$ cat config.mk
export PLATFORM = sky130hd
export DESIGN_NAME = psou_cfg
export DESIGN_NICKNAME = d
export VERILOG_FILES = /design/src/sv/psou_pkg.sv /design/src/sv/psou_cfg.sv
export SDC_FILE = /design/constraint.sdc
export NUM_CORES = 1
export LEC_CHECK = 0
export BUFFER_PORTS_ARGS = -buffer_cell sky130_fd_sc_hd__buf_4
export CAP_MARGIN = 20
export CORE_ASPECT_RATIO = 0.8
export CORE_MARGIN = 2
export CORE_UTILIZATION = 51
export CTS_BUF_LIST = sky130_fd_sc_hd__clkbuf_8
export CTS_CLUSTER_SIZE = 40
export DETAILED_ROUTE_END_ITERATION = 8
export PLACE_DENSITY = 0.9
export SLEW_MARGIN = 10
export SYNTH_ARGS = -nofsm -noshare
export SYNTH_HDL_FRONTEND = slang
export SYNTH_SLANG_ARGS = --single-unit
export TNS_END_PERCENT = 10
$ cat constraint.sdc
create_clock -name clk -period 5.6 [get_ports clk]
set_input_delay 1.12 -clock clk [delete_from_list [all_inputs] [get_ports clk]]
set_output_delay 1.12 -clock clk [all_outputs]
set_load 0.01 [all_outputs]
$ cat src/sv/psou_pkg.sv
// Shared types and codes for the particle update core.
// Used by the controller, the datapath, the register block and the top level.
package psou_pkg;

  // action codes carried in tuser
  localparam logic [1:0] ACT_LOAD    = 2'd0;
  localparam logic [1:0] ACT_UPDATE  = 2'd1;
  localparam logic [1:0] ACT_FITNESS = 2'd2;

  // register indexes (byte address bits [3:2])
  localparam logic [1:0] REG_INERTIA   = 2'd0;
  localparam logic [1:0] REG_COGNITIVE = 2'd1;
  localparam logic [1:0] REG_SOCIAL    = 2'd2;

  // register reset values, signed Q4.12
  localparam logic signed [15:0] INERTIA_RST   = 16'sd2986;
  localparam logic signed [15:0] COGNITIVE_RST = 16'sd6103;
  localparam logic signed [15:0] SOCIAL_RST    = 16'sd6103;

  localparam logic signed [31:0] FIT_MAX = 32'sh7FFF_FFFF;

  // stream widths
  localparam int IN_DATA_W  = 136;
  localparam int IN_USER_W  = 2;
  localparam int OUT_DATA_W = 104;

  // decoded operation of the captured item
  typedef enum logic [1:0] {
    OP_LOAD,
    OP_UPDATE,
    OP_FITNESS,
    OP_NONE
  } op_t;

  typedef enum logic [3:0] {
    S_IDLE,
    S_DECODE,
    S_MUL1,
    S_MUL2,
    S_MUL3,
    S_SUM,
    S_COPY,
    S_DRAIN,
    S_FINISH
  } state_t;

  typedef struct packed {
    logic signed [15:0] inertia;
    logic signed [15:0] cognitive;
    logic signed [15:0] social;
  } weights_t;

  // controller to datapath
  typedef struct packed {
    logic capture;
    logic fit_eval;
    logic mul1;
    logic mul2;
    logic mul3;
    logic sum;
    logic copy_rd;
    logic finish;
  } cmd_t;

  // datapath to controller
  typedef struct packed {
    op_t  op;
    logic better;
    logic copy_last;
    logic out_free;
  } status_t;

endpackage

$ cat src/sv/psou_cfg.sv
// APB-style register block holding the three Q4.12 weights.
// Depends on psou_pkg for register codes and reset values.
module psou_cfg (
  input  logic                clk,
  input  logic                rst_n,
  input  logic                cfg_psel,
  input  logic                cfg_penable,
  input  logic                cfg_pwrite,
  input  logic [3:0]          cfg_paddr,
  input  logic [31:0]         cfg_pwdata,
  output logic [31:0]         cfg_prdata,
  output logic                cfg_pready,
  output psou_pkg::weights_t  weights
);

  psou_pkg::weights_t w_r;
  logic               wr_en;

  assign cfg_pready = 1'b1;
  assign wr_en      = cfg_psel && cfg_penable && cfg_pwrite;
  assign weights    = w_r;

  // register writes
  always_ff @(posedge clk) begin
    if (!rst_n) begin
      w_r.inertia   <= psou_pkg::INERTIA_RST;
      w_r.cognitive <= psou_pkg::COGNITIVE_RST;
      w_r.social    <= psou_pkg::SOCIAL_RST;
    end else if (wr_en) begin
      case (cfg_paddr[3:2])
        psou_pkg::REG_INERTIA:   w_r.inertia   <= cfg_pwdata[15:0];
        psou_pkg::REG_COGNITIVE: w_r.cognitive <= cfg_pwdata[15:0];
        psou_pkg::REG_SOCIAL:    w_r.social    <= cfg_pwdata[15:0];
        default: ;
      endcase
    end
  end

  // readback, sign extended
  always_comb begin
    case (cfg_paddr[3:2])
      psou_pkg::REG_INERTIA:   cfg_prdata = 32'(w_r.inertia);
      psou_pkg::REG_COGNITIVE: cfg_prdata = 32'(w_r.cognitive);
      psou_pkg::REG_SOCIAL:    cfg_prdata = 32'(w_r.social);
      default:                 cfg_prdata = 32'd0;
    endcase
  end

endmodule

# ---- Yosys cells after proc, flatten, opt, wreduce, memory -nomap -nowiden
# Index checks and enable logic that the tools add are counted.
dict set report word_totals {
  reg_bits 48
  in_bits 41
  output_inout_bits 81
  elab_cells 12
}
dict set report classes {
  eq_ne 2
  muxes 1
  n_reduce_logical 6
}
# cell count
set op_table {}
lappend op_table {{one-hot mux 32 bit (3 select lines)} 1}
lappend op_table {{AND reduction 2 bit} 3}
lappend op_table {{== test 2 x 1 -> 1 bit, second input constant} 1}
lappend op_table {{== test 2 bit, second input constant} 1}
lappend op_table {{logical AND 1 bit} 2}
lappend op_table {{zero test 2 bit} 1}

# ---- Depth between registers and ports, before layout
dict set report depth {
  depth_word 3
  mapped_depth 5
}

# ---- Worst setup path after synthesis
# Ideal clock, no wire load.
dict set report synth_path {
  path_type {in2out}
  from {input cfg_paddr[2]}
  to {output cfg_prdata[16]}
  arrival_time_ns 2.790
  setup_slack_ns 1.690
  path_stages 4
  cell_sequence {buf_4 > mux2i_1 > o21ai_0 > buf_4}
}
dict set report synth_between {
  elab_chain_len 2
  word_cells_on_any_way 4
  cone_classes {eq/ne: 2; mux: 1; reduce/logical: 1}
}
# item line
set synth_rtl {}
lappend synth_rtl {{start, declared} psou_cfg.sv:9} ;# input logic [3:0] cfg_paddr,
lappend synth_rtl {{== test 2 bit (tied with other cells)} psou_cfg.sv:41} ;# case (cfg_paddr[3:2])
lappend synth_rtl {{one-hot mux 32 bit (3 select lines) (*)} psou_cfg.sv:41}
lappend synth_rtl {{end, declared} psou_cfg.sv:11} ;# output logic [31:0] cfg_prdata,
# Mark *: on every way between the ends. The rest lies on a longest branch, timed or not.

# ---- Worst setup path after layout
dict set report layout_path {
  from {input cfg_paddr[2]}
  to {output cfg_prdata[20]}
}
# Same word-level chain as after synthesis.

==> summary.txt <==
RSZ-0062 raised after global routing = false
Final Hold Vio Count = 0
Clock Pin Slew Worst Setup and Hold Paths = 0.09 ns
Final Max Tran Viols = 0
largest net degree at the start of global routing = 71
hpwl dp = 4.196 mm
Skew-Pair Late Insertion Delay = 0.29 ns
Leak = 1.474 nW
Final Cycle Share = 0.6539
initial core utilization = 0.5257
fmax = 273.1 MHz
library cells used by synthesis = 19
post-synth top area cell = dfxtp_1
Setup Fix Bufs, Post-CTS = 0
vias in the first global route = 1993
largest family of logic cells by synthesized area = multiplexers
# DRC = 0
number of DRC markers in iteration 0 = 73
n_diodes = 0
core area = 4569 um^2
I/O Buffers = 102
post-synthesis sequential area ratio = 0.4000
Mapped Cells = 259
die outline width = 80.74 um
Crit Path Class = primary input to primary output
vias = 2011
RD Place Congestion = 0.7293
max_cap viols = 0
post-synthesis net count = 300
Net Sw Frac = 0.2471
CTS tree = done
Final min period = 3.662 ns
mapped cell area = 2402 um^2
CP Capture Type = primary output
die height = 65.39 um
total congestion overflow = 0
Layout area overhead = 30.73%
CP startpoint kind = primary input
CTS Hold Bufs = 0
first-pass GRT wire length = 9.328 mm
worst slew pin tran = 0.6407 ns
FP Rows = 22
vias per inst = 5.065
Pint = 0.0004876 W
Post-Synth XOR/XNOR Area = 0
drt total wl = 5.771 mm
share of cells above drive strength 1 = 0.3472
Synth Warn # = 0
I/O pin cnt = 122
crit-path max FO = 23
DR pass1 iterations = 4
die area = 5279 um^2
Tightest Hold Check Type = flop to flop
final hold slack = 0.4823 ns
post-route ant nets = 0
CP Data Required Time = 4.48 ns
status = complete, no violations
part of the power in registers = 0.540
pwr/cell area = 206.2 nW/um^2
fraction of synthesized area in multiplexers = 0.2542
cts bufs inserted = 5
CP arrival = 2.54 ns
Setup Viol. Count Final = 0
Logic pwr share = 0.136
final setup skew = 0 ns
#FFs+latches synth = 48
Compound-Gate Fraction of Synth Area = 0.05208
Clock Sinks = 48
Fin Setup TNS = 0 ns
initial antenna violation count = 0
total track usage = 0.2282
adder-cell share of the synthesized area = 0
post-synth top area share = 0.4000
Net Sw Power = 0.0001600 W
Mean Syn Cell Area = 9.275 um^2
H-tree depth = 2
synth top area cells = dfxtp_1, mux2i_1, nor2b_1
Final nets = 377
simple-gate share of the synthesized area = 0.1932
clock group share of total power = 0.324
CTS resizes = 0
CTS Buffer Depth = 2
Relative slew margins = 0.5684
worst IR drop on VDD = 124.1 uV
Root Driver = clkbuf_8
DR WL/cell = 14.54 um
Largest register FFs = 48
path summary, 6_finish.rpt:
| check | start | to | slack (ns) | depth (start not counted) |
|---|---|---|---|---|
| max | cfg_paddr[2] | cfg_prdata[20] | 1.94 | 5 |
| min | weights[34] | weights[34] | 0.48 | 2 |
| max reg2reg | weights[43] | weights[43] | 4.90 | 2 |
| min reg2reg | weights[34] | weights[34] | 0.48 | 2 |
cells in the final DEF, fill, tap and decap left out:
cell,Yosys,layout
buf_4,21,105
clkbuf_8,0,6
clkinvlp_4,0,1
conb_1,1,1
dfxtp_1,48,48
inv_1,3,4
mux2i_1,61,61
nand2_1,49,49
nand3_2,1,1
nand4_4,1,1
nor2b_1,35,34
nor2b_2,0,1
nor3_4,1,1
nor3b_2,0,1
o211ai_1,3,3
o21ai_0,16,16
o31ai_1,3,3
or3_1,1,1
layer usage:
layer,global-route usage,part of all wire,up-vias
met2,0.4177,0.51,58
met1,0.2706,0.42,952
li1,-,-,996
met3,0.04945,0.062,5
met5,0,0,-
met4,0.05720,0.0083,0
kinds of logic (layout without fill, tap and decap cells):
| kind of cell | Yosys count | in the layout |
|---|---|---|
| compound gates | 22 | 22 |
| buf+inv | 38 | 116 |
| flops | 48 | 48 |
| mux | 61 | 61 |
| other cells | 1 | 1 |
| simple gates | 89 | 89 |
cell type report:
class                           count  area [um^2]
Clock buffer                        6        82.58
Inverter                            3        11.26
Multi-Input combinational cell    173         1211
Timing Repair Buffer              105        788.3
Fill cell                         375         1429
Sequential cell                    48        960.9
Tap cell                           60        75.07
Clock inverter                      2        11.26
cells in the mapped netlist (all sizes together):
cell / instances
nor2b: 35
nand4: 1
mux2i: 61
o211ai: 3
conb: 1
clkbuf: 10
nor3: 1
dfxtp: 48
buf: 25
o21ai: 16
nor3b: 1
nand2: 49
inv: 3
or3: 1
o31ai: 3
nand3: 1
worst max-delay path, stage by stage:
cell and delay, ns:
buf_4 0.34, mux2i_1 0.13, o21ai_0 0.53, buf_4 0.28, buf_4 0.13
per-stage QoR:
| step | area [um^2] | power, W | instances | util | setup slack [ns] |
|---|---|---|---|---|---|
| after floorplan | 2402 | 0.0004073 | 259 | - | 1.690 |
| after global placement | 3047 | 0.0004443 | 389 | 0.6668 | 1.958 |
| after detailed placement | 3047 | 0.0004466 | 389 | 0.6668 | 1.938 |
| after CTS | 3141 | 0.0006530 | 397 | 0.6873 | 1.914 |
| after global routing | 3141 | 0.0006779 | 397 | 0.6873 | 1.777 |
| final | 3141 | 0.0006476 | 397 | 0.6873 | 1.938 |
power by group through the flow:
stage / clock network (W) / registers (W) / logic [W]
final: 0.000210 / 0.000350 / 0.0000884
after global routing: 0.000231 / 0.000350 / 0.0000965
after CTS: 0.000214 / 0.000350 / 0.0000892
after detailed placement: 0 / 0.000358 / 0.0000890
after global placement: 0 / 0.000357 / 0.0000870
after floorplan: 0 / 0.000359 / 0.0000482
Power figures use the tool's default switching activity.
