<file path="config.mk">
export PLATFORM = sky130hd
export DESIGN_NAME = psou_ctrl
export DESIGN_NICKNAME = d
export VERILOG_FILES = /design/src/sv/psou_pkg.sv /design/src/sv/psou_ctrl.sv
export SDC_FILE = /design/constraint.sdc
export NUM_CORES = 1
export LEC_CHECK = 0
export BUFFER_PORTS_ARGS = -buffer_cell sky130_fd_sc_hd__buf_2
export CORE_AREA = 4 4 41 43
export CTS_BUF_LIST = sky130_fd_sc_hd__clkbuf_8 sky130_fd_sc_hd__clkbuf_16
export DETAILED_ROUTE_END_ITERATION = 16
export DIE_AREA = 0 0 45 47
export PLACE_DENSITY_LB_ADDON = 0.2
export SLEW_MARGIN = 5
export SYNTH_ARGS = -nofsm -noshare
export SYNTH_HDL_FRONTEND = slang
export SYNTH_SLANG_ARGS = --single-unit
</file>
<file path="constraint.sdc">
create_clock -name clk -period 1.2 [get_ports clk]
set_input_delay 0.06 -clock clk [delete_from_list [all_inputs] [get_ports clk]]
set_output_delay 0.06 -clock clk [all_outputs]
set_load 0.03 [all_outputs]
</file>
<file path="src/sv/psou_pkg.sv">
// Shared types and codes for the particle update core.
// Used by the controller, the datapath, the register block and the top level.
package psou_pkg;

  // action codes carried in tuser
  localparam logic [1:0] ACT_LOAD    = 2'd0;
  localparam logic [1:0] ACT_UPDATE  = 2'd1;
  localparam logic [1:0] ACT_FITNESS = 2'd2;

  // register indexes (byte address bits [3:2])
  localparam logic [1:0] REG_INERTIA   = 2'd0;
  localparam logic [1:0] REG_COGNITIVE = 2'd1;
  localparam logic [1:0] REG_SOCIAL    = 2'd2;

  // register reset values, signed Q4.12
  localparam logic signed [15:0] INERTIA_RST   = 16'sd2986;
  localparam logic signed [15:0] COGNITIVE_RST = 16'sd6103;
  localparam logic signed [15:0] SOCIAL_RST    = 16'sd6103;

  localparam logic signed [31:0] FIT_MAX = 32'sh7FFF_FFFF;

  // stream widths
  localparam int IN_DATA_W  = 136;
  localparam int IN_USER_W  = 2;
  localparam int OUT_DATA_W = 104;

  // decoded operation of the captured item
  typedef enum logic [1:0] {
    OP_LOAD,
    OP_UPDATE,
    OP_FITNESS,
    OP_NONE
  } op_t;

  typedef enum logic [3:0] {
    S_IDLE,
    S_DECODE,
    S_MUL1,
    S_MUL2,
    S_MUL3,
    S_SUM,
    S_COPY,
    S_DRAIN,
    S_FINISH
  } state_t;

  typedef struct packed {
    logic signed [15:0] inertia;
    logic signed [15:0] cognitive;
    logic signed [15:0] social;
  } weights_t;

  // controller to datapath
  typedef struct packed {
    logic capture;
    logic fit_eval;
    logic mul1;
    logic mul2;
    logic mul3;
    logic sum;
    logic copy_rd;
    logic finish;
  } cmd_t;

  // datapath to controller
  typedef struct packed {
    op_t  op;
    logic better;
    logic copy_last;
    logic out_free;
  } status_t;

endpackage

</file>
<file path="src/sv/psou_ctrl.sv">
// Controller: sequences one item at a time through decode, the multiply
// stages, the personal-best copy sweep and the result hand-off. Uses psou_pkg.
module psou_ctrl (
  input  logic                clk,
  input  logic                rst_n,
  input  logic                in_valid,
  output logic                in_ready,
  input  psou_pkg::status_t   st,
  output psou_pkg::cmd_t      cmd
);

  psou_pkg::state_t state_r, state_nxt;

  // state register
  always_ff @(posedge clk) begin
    if (!rst_n) begin
      state_r <= psou_pkg::S_IDLE;
    end else begin
      state_r <= state_nxt;
    end
  end

  // next state
  always_comb begin
    state_nxt = state_r;
    case (state_r)
      psou_pkg::S_IDLE: begin
        if (in_valid) state_nxt = psou_pkg::S_DECODE;
      end
      psou_pkg::S_DECODE: begin
        case (st.op)
          psou_pkg::OP_UPDATE:  state_nxt = psou_pkg::S_MUL1;
          psou_pkg::OP_FITNESS: state_nxt = st.better ? psou_pkg::S_COPY : psou_pkg::S_FINISH;
          default:              state_nxt = psou_pkg::S_FINISH;
        endcase
      end
      psou_pkg::S_MUL1: state_nxt = psou_pkg::S_MUL2;
      psou_pkg::S_MUL2: state_nxt = psou_pkg::S_MUL3;
      psou_pkg::S_MUL3: state_nxt = psou_pkg::S_SUM;
      psou_pkg::S_SUM:  state_nxt = psou_pkg::S_FINISH;
      psou_pkg::S_COPY: begin
        if (st.copy_last) state_nxt = psou_pkg::S_DRAIN;
      end
      psou_pkg::S_DRAIN: state_nxt = psou_pkg::S_FINISH;
      psou_pkg::S_FINISH: begin
        if (st.out_free) state_nxt = psou_pkg::S_IDLE;
      end
      default: state_nxt = psou_pkg::S_IDLE;
    endcase
  end

  // command outputs
  always_comb begin
    in_ready     = 1'b0;
    cmd          = '0;
    case (state_r)
      psou_pkg::S_IDLE: begin
        in_ready    = 1'b1;
        cmd.capture = in_valid;
      end
      psou_pkg::S_DECODE: cmd.fit_eval = (st.op == psou_pkg::OP_FITNESS);
      psou_pkg::S_MUL1:   cmd.mul1 = 1'b1;
      psou_pkg::S_MUL2:   cmd.mul2 = 1'b1;
      psou_pkg::S_MUL3:   cmd.mul3 = 1'b1;
      psou_pkg::S_SUM:    cmd.sum = 1'b1;
      psou_pkg::S_COPY:   cmd.copy_rd = 1'b1;
      psou_pkg::S_FINISH: cmd.finish = st.out_free;
      default: ;
    endcase
  end

endmodule

</file>
# After elaboration in Yosys (flattened, before gate mapping)
# Cells that the tools add are included.
# word_totals
out_inout_bits	9
wordCells	32
memories	0
mem_bits_rw	0
romBits	0
ff_bits	4
input_bits	8
latch_bits	0
# op_classes
bitwise	0
n_eq_ne	13
add_sub_neg	0
mux	15
shift	0
multipliers	0
n_lt_le_gt_ge	0
div_mod_pow	0
n_reduce_logical	3
# op_table
op	n
case mux 4 bit (8 select lines)	1
equality test 4 x 3 -> 1 bit, second input constant	4
two-way mux 4 bit	4
two-way mux 1 bit	9
equality test 4 x 2 -> 1 bit, second input constant	2
case mux 4 bit (2 select lines)	1
inequality test 2 bit, second input constant	3
equality test 4 x 1 -> 1 bit, second input constant	1
equality test 4 bit, second input constant	1
zero test 4 bit	1
AND reduction 3 bit	1
equality test 2 x 1 -> 1 bit, second input constant	1
equality test 2 bit, second input constant	1
OR reduction 2 bit	1

# Depth between registers and ports, before layout
# Gate-level depths: netlist (run 1).
# logic_depth
ltp_word	3
depth_mapped	5
depth_no_buf	5

# Least setup slack after synthesis (run 1)
# Ideal clock, no wire load.
# synth_timing
path_type	register -> output
from	register state_r[2]
to	output cmd[3] (netlist bit)
n_path_buf	1
setup_slack_ps	-449
required_time_ps	1140
arrival_ps	1589
path_stages_with_launch	3
cell_sequence	dfxtp_1 > buf_4 > nor4b_1
# synth_lines
item	line_no	source
start, declared	psou_ctrl.sv:12	psou_pkg::state_t state_r, state_nxt;
start signal, assigned	psou_ctrl.sv:17	state_r <= psou_pkg::S_IDLE;
start signal, assigned	psou_ctrl.sv:19	state_r <= state_nxt;
end, declared	psou_ctrl.sv:9	output psou_pkg::cmd_t cmd

==> results of run 1 <==
-- worst paths after layout --
kind,endpoint,cells past startpoint
setup / recovery,cmd[6],4
hold / removal,state_r[3],3
setup reg to reg,state_r[1],5
hold reg to reg,state_r[0],2
-- repair_timing --
| action | 4_1_cts | 5_1_grt |
|---|---|---|
| setup endpoints to repair | 12 | 12 |
| buffers inserted | 5 | 2 |
| pin swaps | 9 | 5 |
| hold endpoints to repair | 0 | 0 |
| gates resized for setup | 32 | 3 |
-- critical path, cell delays in order (launching register included) --
cell     delay (ns)
dfxtp_2        0.33
buf_6          0.12
nor4b_4        0.28
and2_4         0.18
buf_6          0.12
-- power breakdown --
part	switching [mW]	internal, mW	total (mW)
Sequential	0.0171	0.145	0.162
Combinational	0.146	0.171	0.317
Clock	0.0661	0.214	0.280
Total	0.229	0.530	0.758
-- cells in the mapped netlist (2+ instances only) --
master	instances	area, sq um
dfxtp_1	4	80.1
inv_2	2	7.51
nor2b_1	2	12.5
a21o_1	2	15.0
buf_6	2	22.5
nor4_1	2	12.5
nand3b_1	3	22.5
inv_1	4	15.0
and2_1	2	12.5
buf_4	2	15.0
nor2_1	3	11.3
ha_1	2	25.0
-- area by class of cell --
class,count,area share [%]
inverters,6,2.67
multi-input cells,32,42.0
repair buffers,37,37.5
well taps,15,2.23
flip-flops and latches,4,10.7
clock buffers,3,4.90
-- layer usage --
metal / GRT usage [%] / vias to the layer above / share of wire, %
li1: - / 239 / -
met1: 15.5 / 208 / 40
met2: 22.0 / 15 / 51
met3: 2.68 / 2 / 7.0
met4: 8.77 / 0 / 1.8
met5: 0 / - / 0
-- logic make-up (layout without fill, tap and decap cells) --
group	after synthesis	count (layout)	synth area share, %
flip-flops	4	4	18.4
buffers and inverters	10	46	13.8
multiplexers	1	1	2.30
AO/OA/AOI/OAI	9	9	21.0
AND/OR/NAND/NOR	20	20	38.8
adder cells (fa/ha/maj)	2	2	5.75
==> metrics, run 1 <==
status finished with violations; failing checks setup timing; RePlAce Congestion 0.762; pre-CTS WS -0.108 ns; Crit. End Element output port; Die H around 47 microns; final worst setup slack -0.106 ns; Seq cells post-synth 4; WL final 1.19 mm; worst skew pair latency approximately 0.21 ns; Die W 45 microns; largest reg by FF count state_r; worst min-delay path category in2reg; IO buf count 16; Vias per Instance ~4.8; DR vias roughly 460; Placement Cell Area around 630 sq um; # nets final 94; max FFs per register 4; critical path class reg2out; Final Total Pwr around 760 uW; Post-synth top flop dfxtp_1; Ys Warns 0; P_leak approximately 0.40 nW; FF+latch area roughly 90 sq um; area growth from synthesis to layout 93.7%; Final Util between 60% and 70%; Hold Startpoint rst_n; RSZ-0062 raised after global routing true; drt first pass iters 2; Num CTS Buffers 3; Ports 17; std cell rows 13; area of the multi-input gates between 300 and 400 sq um; largest registers state_r: 4 flops; Wirelength per Cell about 12 microns; final hold viol count 0; Worst Path Arrival 1.25 ns; CTS tree built; antenna cell count 0; Hold Slack just over 0.1 ns; R2R Setup Slk -0.09 ns; relative slew slack between 80% and 90%; WP data required 1.14 ns; Max VDD drop about 0.00056 V; Die Area about 2100 sq um; Antenna Nets Post-Route 0; ys async rst share 0%; setup_tns -0.549 ns; EDFF count, synth 0; Initial Utilization between 30% and 40%; synth unique cells 28; vias in the first global route between 400 and 500; number of fill cells 112; initial antenna violation count 0; dpl hpwl 856 microns; GRT Resource Usage Total between 10% and 20%; number of max-slew violations in the final report 0; CP startpoint state_r[1]; period utilisation layout 109%; Post-Route Skew roughly 0.0032 ns; Finished Layout Cells 97; FMAX roughly 770 MHz; Synth Cell Area 435 sq um; number of max-cap violations 0; Reg-to-Reg Start state_r[1]; final setup violation count 10; Post-Synthesis Cells 46; Synth Net Count 56; H-tree depth 1; first-pass GRT wire length about 2.0 mm; Mapped Avg Cell Area about 9.5 sq um; CP max FO 3; sequential share of the synthesized area a little under a fifth; Worst Tran Pin Value about 0.28 ns; Clock Pin Slew Worst Setup and Hold Paths 0.03 ns; CTS Hold Bufs 0; placed cells just under 90; Sink Count 4; core box area approximately 1300 sq um; post-route cell area around 840 sq um; Startpoint Class flip-flop; Congestion Overflow GR 0; clk buf depth 2; Pwr per Cell Area between 800 and 900 nW/um^2; ratio of cells with drive above 1 in the final layout around three quarters; Remaining DRCs 0; Final min period 1.31 ns; Root Driver clkbuf_8; most frequent cells in the layout 15 x buf_4, 15 x buf_6, 7 x buf_2; largest net degree at the start of global routing 8; DRT iter0 DRCs 1
Power figures use the tool's default switching activity.
==> run 2, diff against run 1 <==
--- a/config.mk
+++ b/config.mk
@@ -5,7 +5,7 @@
 export SDC_FILE = /design/constraint.sdc
 export NUM_CORES = 1
 export LEC_CHECK = 0
-export BUFFER_PORTS_ARGS = -buffer_cell sky130_fd_sc_hd__buf_2
+export BUFFER_PORTS_ARGS = -buffer_cell sky130_fd_sc_hd__buf_4
 export CORE_AREA = 4 4 41 43
 export CTS_BUF_LIST = sky130_fd_sc_hd__clkbuf_8 sky130_fd_sc_hd__clkbuf_16
 export DETAILED_ROUTE_END_ITERATION = 16
==> constraint.sdc (replaced) <==
create_clock -name clk -period 1.2 [get_ports clk]
set_input_delay 0.24 -clock clk [delete_from_list [all_inputs] [get_ports clk]]
set_output_delay 0.24 -clock clk [all_outputs]
set_load 0.03 [all_outputs]
==> run 2 against run 1 <==
Net effect:
- the flow still finishes with violations (setup timing)
- cell count decreased by 3.1%
- first-iteration DRC count increased to 5.0 times the previous value
- via count increased by 2.2%
- highest routed layer unchanged
- total power increased by 1.6%
==> metrics, run 2 (synthesis gave the netlist of run 1 again) <==
RSZ-0062 raised after global routing true; max FFs per register 4; Die W 45 microns; Wirelength per Cell 13.2 microns; worst skew pair latency 0.22 ns; CP peak stage delay 0.38 ns; Die Area between 2000 and 2500 sq um; Initial Utilization between 30% and 40%; Top Family by Delay on Critical Path simple AND/OR/NAND/NOR gates; WL final about 1.2 mm; Root Driver clkbuf_8; Clock Pin Slew Worst Setup and Hold Paths 0.03 ns; period utilisation layout 119%; M1 GR Usage between 10% and 20%; relative slew slack 80.8%; Placement Cell Area approximately 640 sq um; R2R Setup Slk -0.12 ns; IO buf count 16; Worst Path Arrival approximately 1.2 ns; clk buf depth 2; largest net degree at the start of global routing 11; r2r endpoint state_r[1]; # nets final 91; Reg-to-Reg Start state_r[2]; ratio of cells with drive above 1 in the final layout 75.9%; final worst setup slack -0.231 ns; Hold Startpoint rst_n; DR vias about 470; GRT busiest layer met2; area growth from synthesis to layout 98.6%; critical path buffer and inverter count 1; DRT iter0 DRCs 5; failing checks setup timing; CTS tree built; WP data required around 0.96 ns; H-tree depth 1; antenna cell count 0; post-route cell area approximately 860 sq um; Final Util roughly two thirds; FF+latch area 95.1 sq um; RePlAce Congestion around 0.73; final hold viol count 0; worst min-delay path category in2reg; R2R cell count 3; Antenna Nets Post-Route 0; met2 usage in global routing between 20 and 25%; Max VDD drop between 0.0006 and 0.0007 V; most frequent cells in the layout 19 x buf_4, 15 x buf_6, 4 x inv_1, 4 x dfxtp_4; std cell rows 13; critical path class reg2out; number of max-cap violations 0; Die H roughly 47 microns; number of max-slew violations in the final report 0; Congestion Overflow GR 0; Sink Count 4; core box area 1300 sq um; worst path cell trace nor4_4, and2_4, buf_6; first-pass GRT wire length 1.88 mm; number of fill cells about 100; largest registers state_r: 4 flops; largest reg by FF count state_r; status finished with violations; Ports 17; Startpoint Class flip-flop; GRT met3 Usage 1.92%; FMAX 699 MHz; Crit. End Element output port; GRT Resource Usage Total about 12%; Hold Path Cell Cnt 3; initial antenna violation count 0; hold worst-path end state_r[3]; drt first pass iters 4; dpl hpwl 796 microns; Final min period around 1.4 ns; final setup violation count 12; Post-Route Skew 0.00143 ns; P_leak approximately 0.39 nW; Remaining DRCs 0; Num CTS Buffers 3; slowest cell on the critical path dfxtp_4; vias in the first global route 492; Vias per Instance between 5 and 6; area of the multi-input gates around 380 sq um; Pwr per Cell Area ~890 nW/um^2; commonest non-fill, non-tap cell in the layout buf_4; Worst Tran Pin Value ~0.29 ns; CP max FO 8
-- run 2: cell types whose count changed in the layout (fill, tap and decap cells not counted), sizes merged --
cell and change:
buf -3
-- run 2: per-layer routing --
metal  routed length (microns)  up-vias
li1                          -      234
met1                       556      222
met2                       627       16
met3                        46        2
met4                        10        0
met5                         0        -
-- run 2: area by class of cell --
| class | instances | share of cell area, % |
|---|---|---|
| Multi-Input combinational cell | 32 | 43.4 |
| Timing Repair Buffer | 34 | 36.0 |
| Sequential cell | 4 | 11.0 |
| Clock buffer | 3 | 4.78 |
| Inverter | 6 | 2.60 |
| Tap cell | 15 | 2.17 |
-- run 2: report_power, final --
group	internal (mW)	switching, mW	leakage [nW]
sequential	0.142	0.0218	0.0355
clock	0.214	0.0689	0.0216
combinational	0.177	0.148	0.330
-- run 2: what timing repair did --
item | CTS | global route
pin swaps | 3 | 12
gates resized for setup | 16 | 13
setup endpoints to repair | 12 | 12
buffers inserted | 7 | 4
cloned | 0 | 0
hold buffers | 0 | 0
-- run 2: metrics by stage --
stage                     setup slack, ns  hold slack, ns  TNS [ns]  total power, mW  cells
after floorplan                    -0.311           0.364     -1.03            0.336     46
after global placement             -0.181           0.509     -1.41            0.411     81
after detailed placement           -0.200           0.503     -1.51            0.410     81
after CTS                          -0.246           0.270     -2.10            0.742     91
after global routing               -0.275           0.290     -2.52            0.812     94
final                              -0.231           0.284     -2.11            0.770     94
-- run 2: worst max-delay path by stage --
stage | slack, ns | start | end | cells after the start
2_1_floorplan | -0.31 | state_r[2] | cmd[7] | 3
3_3_place_gp | -0.18 | state_r[1] | state_r[0] | 3
3_5_place_dp | -0.20 | state_r[1] | state_r[0] | 3
4_1_cts | -0.25 | state_r[1] | cmd[6] | 3
5_1_grt | -0.28 | state_r[3] | cmd[6] | 3
6_report | -0.23 | state_r[2] | cmd[7] | 3
-- run 2: worst register-to-register path, delay by kind of cell, from the launching register on --
kind / cells / cell delay, ns
AOI/OAI and AO/OA: 2 / 0.44
and+or+nand+nor: 1 / 0.39
DFF: 1 / 0.38
==> run 3, diff against run 2 <==
--- a/config.mk
+++ b/config.mk
@@ -7,10 +7,11 @@
 export LEC_CHECK = 0
 export BUFFER_PORTS_ARGS = -buffer_cell sky130_fd_sc_hd__buf_4
 export CORE_AREA = 4 4 41 43
-export CTS_BUF_LIST = sky130_fd_sc_hd__clkbuf_8 sky130_fd_sc_hd__clkbuf_16
+export CTS_BUF_LIST = sky130_fd_sc_hd__clkbuf_8
 export DETAILED_ROUTE_END_ITERATION = 16
 export DIE_AREA = 0 0 45 47
 export PLACE_DENSITY_LB_ADDON = 0.2
+export REMOVE_ABC_BUFFERS = 1
 export SLEW_MARGIN = 5
 export SYNTH_ARGS = -nofsm -noshare
 export SYNTH_HDL_FRONTEND = slang
==> run 3 against run 2 <==
Net effect:
- the run still ends with setup timing left
- via count fell by 1.7%
- sequential power grew 4%
- clock power is 1% higher
- wire length is 3.0% lower
- utilization is 5.3 points lower
- worst hold slack got worse by 0.0056 ns
- largest power group unchanged
==> metrics, run 3 (synthesis gave the netlist of run 1 again) <==
status finished with violations; failing checks setup timing; largest reg by FF count state_r; Final Util 61.2%; Final min period ~1.4 ns; Ports 17; post-route cell area 796 sq um; GRT Resource Usage Total between 10 and 15%; worst min-delay path category in2reg; Num CTS Buffers 3; Wirelength per Cell 12.8 microns; max FFs per register 4; Die H 47 microns; placed cells 86; Worst Path Arrival 1.19 ns; Finished Layout Cells 94; Initial Utilization 33.5%; worst path cell trace nor4b_4, and2_1, buf_6; # nets final 91; antenna cell count 0; Remaining DRCs 0; period utilisation layout 120%; initial antenna violation count 0; Die W 45 microns; critical path buffer and inverter count 1; Die Area 2120 sq um; H-tree depth 1; vias in the first global route between 400 and 500; Hold Slack approximately 0.28 ns; Root Driver clkbuf_8; pre-CTS WS -0.136 ns; Congestion Overflow GR 0; largest registers state_r: 4 flops; IO buf count 16; Top Family by Delay on Critical Path simple AND/OR/NAND/NOR gates; number of max-slew violations in the final report 0; Vias per Instance ~5.0; CP peak stage delay around 0.36 ns; DR vias approximately 470; FMAX 697 MHz; Startpoint Class flip-flop; Crit. End Element output port; ratio of cells with drive above 1 in the final layout 70.9%; core box area between 1000 and 1500 sq um; area growth from synthesis to layout 82.8%; Worst Tran Pin Value roughly 0.28 ns; dpl hpwl just over 800 microns; Clock Pin Slew Worst Setup and Hold Paths around 0.03 ns; Final Total Pwr approximately 760 uW; final worst setup slack -0.234 ns; WL final between 1 and 1.5 mm; final hold viol count 0; slowest cell on the critical path dfxtp_4; CTS tree built; WP data required about 0.96 ns; Post-Route Skew approximately 0.0028 ns; number of max-cap violations 0; Placement Cell Area 634 sq um; Max VDD drop between 0.0008 and 0.0009 V; most frequent cells in the layout 26 x buf_4, 8 x buf_6, 4 x inv_1, 4 x dfxtp_4; CP max FO 6; RePlAce Congestion about 0.75; std cell rows 13; Sink Count 4; relative slew slack 81.3%; critical path class reg2out; Antenna Nets Post-Route 0; commonest non-fill, non-tap cell in the layout buf_4; drt first pass iters 2; largest net degree at the start of global routing 11; final setup violation count 12; first-pass GRT wire length about 1.9 mm; RSZ-0062 raised after global routing true; worst skew pair latency approximately 0.22 ns; DRT iter0 DRCs 3; P_leak around 0.37 nW; Pwr per Cell Area between 900 and 1000 nW/um^2; clk buf depth 2; setup_tns -1.68 ns
==> run 3: power breakdown <==
group | switching (mW) | internal, mW | total (mW)
sequential | 0.0276 | 0.142 | 0.169
combinational | 0.130 | 0.172 | 0.303
clock | 0.0731 | 0.214 | 0.287
==> run 3: final timing paths <==
path	start	endpoint	slack, ns	cells after the start
max reg2reg	state_r[2]	state_r[1]	-0.06	3
max	state_r[2]	cmd[6]	-0.23	3
min	rst_n	state_r[3]	0.28	3
min reg2reg	state_r[1]	state_r[0]	0.67	3
==> run 3: routing by layer <==
metal	GRT usage, %	vias to the layer above	part of all wire [%]
met5	0	-	0
met4	1.75	0	0
met3	6.51	0	7.1
met2	21.2	18	50
met1	15.2	214	43
li1	-	234	-
==> run 3: tightest hold or removal path, delay by kind of cell <==
kind / cells / cell delay, ns
AOI/OAI and AO/OA: 1 / 0.04
buffers and inverters: 2 / 0.18
==> run 3: what timing repair did <==
| action | in CTS | in global routing |
|---|---|---|
| pin swaps | 9 | 8 |
| hold buffers | 0 | 0 |
| resized for setup | 19 | 4 |
| endpoints found under the setup margin | 12 | 13 |
| cloned | 0 | 0 |
| setup buffers | 5 | 0 |
==> run 3: cell type report <==
cell class | count | area, sq um
clock buffer | 3 | 41.3
fill | 124 | 505
inverter | 6 | 22.5
multi-input combinational | 32 | 333
sequential | 4 | 95.1
tap | 15 | 18.8
timing repair buffer | 34 | 285
